==> src/rtl/core/sls_pkg.sv <==
// Package for the six-LED light show sequencer.
// Holds the transaction payload types, the show state type, mode codes and the step logic.
// Has no dependencies.
`default_nettype none

package sls_pkg;

   localparam logic [15:0] STEP_INTERVAL_RESET = 16'd500;
   localparam logic [4:0]  FLUSH_STEPS         = 5'd12;
   localparam logic [4:0]  LEFT_RIGHT_STEPS    = 5'd8;
   localparam logic [4:0]  CHASE_LAST          = 5'd24;
   localparam logic [2:0]  LED_FIRST           = 3'd1;
   localparam logic [2:0]  LED_LAST            = 3'd6;

   typedef enum logic [1:0] {
      MODE_IDENTIFY   = 2'd0,
      MODE_FLUSH      = 2'd1,
      MODE_LEFT_RIGHT = 2'd2,
      MODE_CHASE      = 2'd3
   } mode_type;

   typedef struct packed {
      logic [31:0] now_ms;
      logic        restart;
   } req_type;

   typedef struct packed {
      logic [5:0] led_pattern;
      logic [1:0] show_mode;
      logic       stepped;
   } rsp_type;

   typedef struct packed {
      logic [5:0]  lit_leds;
      mode_type    pattern_mode;
      logic [2:0]  active_led;
      logic [4:0]  blink_count;
      logic [31:0] last_step_time;
   } show_state_type;

   localparam show_state_type SHOW_RESET = '{
      lit_leds:       6'd0,
      pattern_mode:   MODE_IDENTIFY,
      active_led:     LED_FIRST,
      blink_count:    5'd0,
      last_step_time: 32'd0
   };

   // Remainder by three of a five-bit count, by compare and subtract.
   function automatic logic [1:0] mod3(input logic [4:0] value);
      logic [4:0] rem;
      rem = value;
      if (rem >= 5'd24) rem = rem - 5'd24;
      if (rem >= 5'd12) rem = rem - 5'd12;
      if (rem >= 5'd6)  rem = rem - 5'd6;
      if (rem >= 5'd3)  rem = rem - 5'd3;
      return rem[1:0];
   endfunction

   // One pattern step in the current mode; the step time is handled by the caller.
   function automatic show_state_type run_step(input show_state_type s);
      show_state_type n;
      logic [5:0]     led_bit;
      logic [4:0]     blink_next;
      n          = s;
      led_bit    = 6'd1 << (s.active_led - 3'd1);
      blink_next = s.blink_count + 5'd1;
      unique case (s.pattern_mode)
         MODE_IDENTIFY: begin
            if (s.active_led >= LED_FIRST && s.active_led <= LED_LAST) begin
               if ((s.lit_leds & led_bit) == 6'd0) begin
                  n.lit_leds = led_bit;
               end else begin
                  n.lit_leds = 6'd0;
                  if (s.blink_count >= {2'd0, s.active_led - 3'd1}) begin
                     n.blink_count = 5'd0;
                     if (s.active_led == LED_LAST) begin
                        n.active_led   = LED_FIRST;
                        n.pattern_mode = MODE_FLUSH;
                     end else begin
                        n.active_led = s.active_led + 3'd1;
                     end
                  end else begin
                     n.blink_count = blink_next;
                  end
               end
            end
         end
         MODE_FLUSH: begin
            unique case (mod3(s.blink_count))
               2'd0:    n.lit_leds = 6'h03;
               2'd1:    n.lit_leds = 6'h0C;
               default: n.lit_leds = 6'h30;
            endcase
            n.blink_count = blink_next;
            if (blink_next >= FLUSH_STEPS) begin
               n.active_led   = LED_FIRST;
               n.blink_count  = 5'd0;
               n.pattern_mode = MODE_LEFT_RIGHT;
            end
         end
         MODE_LEFT_RIGHT: begin
            n.lit_leds    = s.blink_count[0] ? 6'h2A : 6'h15;
            n.blink_count = blink_next;
            if (blink_next >= LEFT_RIGHT_STEPS) begin
               n.active_led   = LED_FIRST;
               n.blink_count  = 5'd0;
               n.pattern_mode = MODE_CHASE;
            end
         end
         MODE_CHASE: begin
            unique case (s.active_led)
               3'd1: begin
                  n.lit_leds   = 6'h01;
                  n.active_led = 3'd3;
               end
               3'd3: begin
                  n.lit_leds   = 6'h04;
                  n.active_led = 3'd5;
               end
               3'd5: begin
                  n.lit_leds   = 6'h10;
                  n.active_led = 3'd6;
               end
               3'd6: begin
                  n.lit_leds   = 6'h20;
                  n.active_led = 3'd4;
               end
               3'd4: begin
                  n.lit_leds   = 6'h08;
                  n.active_led = 3'd2;
               end
               default: begin
                  n.lit_leds   = 6'h02;
                  n.active_led = 3'd1;
               end
            endcase
            if (s.blink_count >= CHASE_LAST) begin
               n.lit_leds     = 6'd0;
               n.active_led   = LED_FIRST;
               n.blink_count  = 5'd0;
               n.pattern_mode = MODE_IDENTIFY;
            end else begin
               n.blink_count = blink_next;
            end
         end
         default: n = s;
      endcase
      return n;
   endfunction

endpackage

`default_nettype wire

==> src/rtl/core/six_led_light_show_sequencer.sv <==
// Top level of the six-LED light show sequencer: input register, step logic, result register.
// Depends on sls_pkg for payload types, mode codes and the step function.
`default_nettype none

// Each request transaction is a tick carrying the millisecond time. The block answers every tick
// with one response transaction holding the LED pattern, the show mode and whether the pattern
// advanced. A tick is taken every cycle unless req_stall holds it: it waits in the input register,
// and the response is registered in the result register when the output is not stalled, so the
// throughput is one tick per cycle while rsp_stall is low. The interval register is written
// through the csr port, which is always ready.
module six_led_light_show_sequencer
   import sls_pkg::*;
(
   input  wire logic        clock,
   input  wire logic        reset,
   input  wire logic        req_valid,
   output      logic        req_stall,
   input  wire req_type     req_data,
   output      logic        rsp_valid,
   input  wire logic        rsp_stall,
   output      rsp_type     rsp_data,
   input  wire logic        csr_valid,
   output      logic        csr_ready,
   input  wire logic [15:0] csr_data
);

   logic           in_valid_ff;
   req_type        in_data_ff;
   logic           out_valid_ff;
   rsp_type        out_data_ff;
   show_state_type state_ff;
   show_state_type state_in;
   logic [15:0]    interval_ff;
   logic [15:0]    interval;
   logic [31:0]    elapsed;
   logic           due;
   logic           stepped;
   logic           cascade;
   logic           advance;
   show_state_type first_step;
   show_state_type stepped_state;
   rsp_type        out_data_in;

   assign advance   = in_valid_ff && (!out_valid_ff || !rsp_stall);
   assign req_stall = in_valid_ff && !advance;
   assign csr_ready = 1'b1;
   assign rsp_valid = out_valid_ff;
   assign rsp_data  = out_data_ff;

   always_comb begin
      interval      = (state_ff.pattern_mode == MODE_CHASE) ? {1'b0, interval_ff[15:1]}
                                                             : interval_ff;
      elapsed       = in_data_ff.now_ms - state_ff.last_step_time;
      due           = (state_ff.last_step_time == 32'd0) || (elapsed > {16'd0, interval});
      first_step    = run_step(state_ff);
      first_step.last_step_time = in_data_ff.now_ms;
      cascade       = (in_data_ff.now_ms == 32'd0)
                      && (first_step.pattern_mode > state_ff.pattern_mode);
      stepped_state = cascade ? run_step(first_step) : first_step;
      if (in_data_ff.restart) begin
         state_in = SHOW_RESET;
         stepped  = 1'b0;
      end else if (due) begin
         state_in = stepped_state;
         stepped  = 1'b1;
      end else begin
         state_in = state_ff;
         stepped  = 1'b0;
      end
      out_data_in.led_pattern = state_in.lit_leds;
      out_data_in.show_mode   = state_in.pattern_mode;
      out_data_in.stepped     = stepped;
   end

   always_ff @(posedge clock) begin
      if (reset) begin
         in_valid_ff  <= 1'b0;
         out_valid_ff <= 1'b0;
         state_ff     <= SHOW_RESET;
         interval_ff  <= STEP_INTERVAL_RESET;
      end else begin
         if (!req_stall) begin
            in_valid_ff <= req_valid;
         end
         if (advance) begin
            out_valid_ff <= 1'b1;
            state_ff     <= state_in;
         end else if (!rsp_stall) begin
            out_valid_ff <= 1'b0;
         end
         if (csr_valid && csr_ready) begin
            interval_ff <= csr_data;
         end
      end
   end

   always_ff @(posedge clock) begin
      if (!req_stall && req_valid) begin
         in_data_ff <= req_data;
      end
      if (advance) begin
         out_data_ff <= out_data_in;
      end
   end

endmodule

`default_nettype wire
==> config.mk <==
export PLATFORM = sky130hd
export DESIGN_NAME = six_led_light_show_sequencer
export DESIGN_NICKNAME = d
export VERILOG_FILES = /design/src/rtl/core/sls_pkg.sv /design/src/rtl/core/six_led_light_show_sequencer.sv
export SDC_FILE = /design/constraint.sdc
export NUM_CORES = 1
export LEC_CHECK = 0
export BUFFER_PORTS_ARGS = -buffer_cell sky130_fd_sc_hd__buf_2
export CAP_MARGIN = 20
export CORE_MARGIN = 1.5
export CORE_UTILIZATION = 45
export DETAILED_ROUTE_END_ITERATION = 8
export GPL_TIMING_DRIVEN = 1
export PLACE_DENSITY = 0.59
export SYNTH_ARGS = -nofsm -noshare
export SYNTH_HDL_FRONTEND = slang
export SYNTH_SLANG_ARGS = --single-unit
==> constraint.sdc <==
create_clock -name clock -period 15.45 [get_ports clock]
set_input_delay 2.3175 -clock clock [delete_from_list [all_inputs] [get_ports clock]]
set_output_delay 2.3175 -clock clock [all_outputs]
set_load 0.01 [all_outputs]
## Word level (Yosys, flattened, before mapping)

Cells that the tools add are included.

- Register bits after elaboration: 108
- Input port bits: 54
- Output and inout port bits: 12
- Word-level logic and storage cells: 148

- $add $sub $neg: 15
- Order comparisons: 20
- Equal/unequal tests: 19
- Shift-type cells: 2
- Mux-type cells: 55
- Bitwise gates (word level): 2
- Reduce and logical (&&, ||, !) cells: 22

Operators by type and width:

| kind | count |
|---|---|
| two-way mux 48 bit | 3 |
| case mux 16 bit (4 select lines) | 2 |
| two-way mux 5 bit | 18 |
| zero test 32 bit | 2 |
| two-way mux 10 bit | 6 |
| case mux 6 bit (5 select lines) | 2 |
| two-way mux 16 bit | 3 |
| > comparator 32 x 16 -> 1 bit | 1 |
| subtractor 32 bit | 1 |
| greater-or-equal comparator 5 x 4 -> 1 bit, second input constant | 6 |
| case mux 3 bit (5 select lines) | 2 |
| two-way mux 6 bit | 4 |
| case mux 6 bit (2 select lines) | 2 |
| two-way mux 11 bit | 2 |
| equality test 3 bit, second input constant | 6 |
| bitwise AND 6 bit | 2 |
| zero test 6 bit | 2 |
| two-way mux 2 bit | 6 |
| << shifter 1 x 3 -> 6 bit, first input constant | 2 |
| adder 5 x 1 -> 5 bit, second input constant | 2 |
| greater-or-equal comparator 5 x 2 -> 1 bit, second input constant | 2 |
| greater-or-equal comparator 5 x 3 -> 1 bit | 2 |
| greater-or-equal comparator 5 x 3 -> 1 bit, second input constant | 2 |
| greater-or-equal comparator 5 bit, second input constant | 2 |
| other kinds (22) | 53 |

## Logic depth before layout (Yosys ltp)

- Depth after elaboration: 33
- Gate-level depth with buffers: 32
- Gate-level depth less buffers: 29

## Least setup slack after synthesis

No wires, ideal clock.

- Path kind: register -> register
- Start: register state_ff[37] (netlist bit)
- End: register out_data_ff, in the netlist rsp_data[8], data pin
- Library setup time: 257 ps
- Arrival time: 6,306 ps
- Data required time: 15,193 ps
- Setup slack: 8,887 ps
- Stages on the path, launching flop included: 29
- Path buffers: 3
- Clock period less this slack: 6,563 ps
- Cells stage by stage: dfxtp_1 inv_1 ha_1 ha_1 nor2b_1 o31a_1 o21a_1 a21boi_1 o32a_1 and2_1 buf_4 clkbuf_1 ha_1 clkbuf_1 inv_1 nand3_1 o21ai_0 ha_1 o41a_1 nand2_1 a31o_2 nand2_1 ha_1 or4_1 mux2i_1 o211ai_1 o2111a_1 or3_1 a32o_1

RTL lines:

| what | RTL line | RTL |
|---|---|---|
| start, declared | six_led_light_show_sequencer.sv:31 | `show_state_type state_ff;` |
| start signal, assigned | six_led_light_show_sequencer.sv:87 | `state_ff <= state_in;` |
| end signal, assigned | six_led_light_show_sequencer.sv:102 | `out_data_ff <= out_data_in;` |
| end, declared | six_led_light_show_sequencer.sv:30 | `rsp_type out_data_ff;` |

==> results.cfg <==
[run_status]
status = finished, final reports clean

[yosys]
yosys_warnings = 0
ys_seq_area_frac = 0.268
synthFlopType = dfxtp_1
ys_async_sr_fraction = 0
synthesis.nets = 1335
netlist_instances = 1193
synth_cell_types = 91
synth_seq_cells = 108
syn_area_um2 = 9640
synth_area_per_cell_um2 = 8.08
synth_edf_count = 42

[timing]
final-hold-violation-count = 0
period_share = 0.475
max_freq_ghz = 0.136
setup_tns_ps = 0
worst_clock_skew_ps = 15.3
min_period_ps = 7340
rsz0062_at_grt = false
relSlewSlack = 0.365
setup_viol = 0
finalMaxSlewViolations = 0
tightest_slew_ps = 951

[floorplan]
dieArea_um2 = 22300
core.rowCount = 53
initial_core_util = 0.459
die_h_um = 149
fp.dieW_um = 149
io_pins = 66
coreArea_um2 = 21000

[pwr]
p_comb_frac = 0.228
p_per_area_nw_per_um2 = 66.6
leakagePower_uw = 0.00411
pwr-share-clk = 0.313
p_seq_frac = 0.459
internal_power_uw = 482
peakVddDrop_v = 0.0000640
power_switching_uw = 211
switching_share = 0.305

[clock_tree]
cts_tree = done
cts_root_buffer = clkbuf_16
cts_setup_buffers = 0
cts-htree-levels = 3
clkTransAtPathRegs_ps = 70
insertion_delay_ps = 360
cts_hold_buf = 0
clockBufferDepth = 2
ctsResizeCount = 0
cts_buffers = 9
clkSinkCount = 108

[route]
drc = 0
wire_per_inst_um = 18.5
dr.first_iter.drc_count = 616
vias = 9291
viasPerCell = 6.18
drtPass1Iterations = 5
ant_nets = 0
wl_mm = 27.8

[setup_path]
endpoint_kind = register
worstRegToRegCells = 22
critPathMaxFanout = 16
worstPathArrival_ps = 7430
crit_type = reg -> reg
crit_required_ps = 15550
setup.worst_path.start_class = register

[global_routing]
grt_pass1_vias = 8533
globalRouteOverflowTotal = 0
antenna_found_initial = 0
grt_pass1_wl_mm = 44.6
grt_usage = 0.252
grt_max_degree = 52

[min_path]
hold_class = reg -> reg
holdPathStages = 2

[finish]
diodes = 0
nNetsFinal = 1365
fin_cells = 1503
drive_gt1_frac = 0.106
area_growth_pct = 8.01

[placement]
io_buffers = 64
place_hpwl_mm = 21.5
place_inst = 1487
gp_congestion = 0.917

[run]
maxCapViolations = 0
## layer usage
metal	routed length, um	track usage	up-vias
li1	-	-	4560
met1	12700	0.343	4381
met2	13100	0.416	303
met3	1340	0.0300	47
met4	599	0.0777	0
met5	0	0	-
## metrics by stage
step | hold WS [ps] | util | setup WS [ps] | cell area, um^2 | total power (uW)
after floorplan | 451 | - | 8890 | 9640 | 437
after global placement | 481 | 0.483 | 8440 | 10100 | 482
after detailed placement | 482 | 0.483 | 8290 | 10100 | 481
after CTS | 509 | 0.495 | 8270 | 10400 | 699
after global routing | 528 | 0.495 | 7390 | 10400 | 731
final | 503 | 0.495 | 8110 | 10400 | 694
## worst max-delay path, cell delays in order, from the launching register on
cell and delay (ps):
dfxtp_1 740, clkinv_1 270, o31ai_2 840, o31ai_2 220
and3_1 230, a21oi_1 260, and2_1 520, ha_1 470
inv_1 160, nand3_1 90, o21ai_0 100, ha_1 340
o41a_1 450, nand2_1 130, a31o_2 190, nand2_1 60
ha_1 200, or4_1 520, mux2i_1 260, o211ai_1 190
mux2_2 360, o31ai_1 320, a311oi_1 150
## state kept, by name, summed over array words and instances (netlist names)
register	count
state_ff	48
first_step	32
interval_ff	16
rsp_data	9
in_data_ff	1
in_valid_ff	1
rsp_valid	1
## logic make-up after synthesis
| kind of cell | share of synthesized area |
|---|---|
| buffers and inverters | 0.0577 |
| other | 0.000389 |
| muxes | 0.0445 |
| xor gates and xnor gates | 0.0272 |
| DFF | 0.268 |
| and+or+nand+nor | 0.205 |
| adders and majority gates | 0.115 |
| AOI/OAI and AO/OA | 0.282 |
## layout by cell type, fill, tap and decap left out, types with 17 or more instances in the layout
| cell type | netlist | final |
|---|---|---|
| nor2_1 | 123 | 123 |
| ha_1 | 87 | 87 |
| nand2_1 | 84 | 84 |
| a21oi_1 | 81 | 81 |
| inv_1 | 74 | 74 |
| dfxtp_1 | 66 | 66 |
| buf_2 | 7 | 64 |
| o21ai_0 | 52 | 52 |
| edfxtp_1 | 42 | 42 |
| a22oi_1 | 38 | 38 |
| mux2i_1 | 38 | 38 |
| nand3_1 | 34 | 34 |
| nor3_1 | 32 | 31 |
| nor4_1 | 23 | 23 |
| nor2b_1 | 20 | 19 |
| o21a_1 | 17 | 17 |
## area by class of cell
| class | count | area (um^2) |
|---|---|---|
| clock inverters | 6 | 40.0 |
| repair buffers | 74 | 395 |
| well taps | 275 | 344 |
| inverters | 82 | 308 |
| multi-input cells | 948 | 6520 |
| flip-flops and latches | 108 | 2580 |
| fillers | 2102 | 10600 |
| clock buffers | 10 | 229 |
## path summary, 6_finish.rpt
check                             startpoint     endpoint  slack, ps
worst max-delay path            state_ff[39]  rsp_data[3]       8110
worst min-delay path             in_valid_ff    rsp_valid        500
worst max register to register  state_ff[39]  rsp_data[3]       8110
worst min register to register   in_valid_ff    rsp_valid        500
## power by group through the flow
stage	registers (uW)	logic, uW	clock network (uW)
3_5_place_dp	325	156	0
4_1_cts	318	158	223
5_1_grt	320	177	233
3_3_place_gp	325	157	0
2_1_floorplan	322	115	0
6_report	318	158	217
## synthesized netlist by cell type (all sizes together) (20+ instances only)
cell type    n  area [um^2]
nor2       123          462
ha          87         1090
nand2       84          315
a21oi       82          414
inv         80          300
dfxtp       66         1320
o21ai       64          324
edfxtp      42         1260
a22oi       38          285
mux2i       38          380
clkbuf      35          131
nand3       34          170
nor3        33          170
nor4        23          144
buf         20          118
nor2b       20          125
No activity file was read; power rests on OpenSTA's default activity.
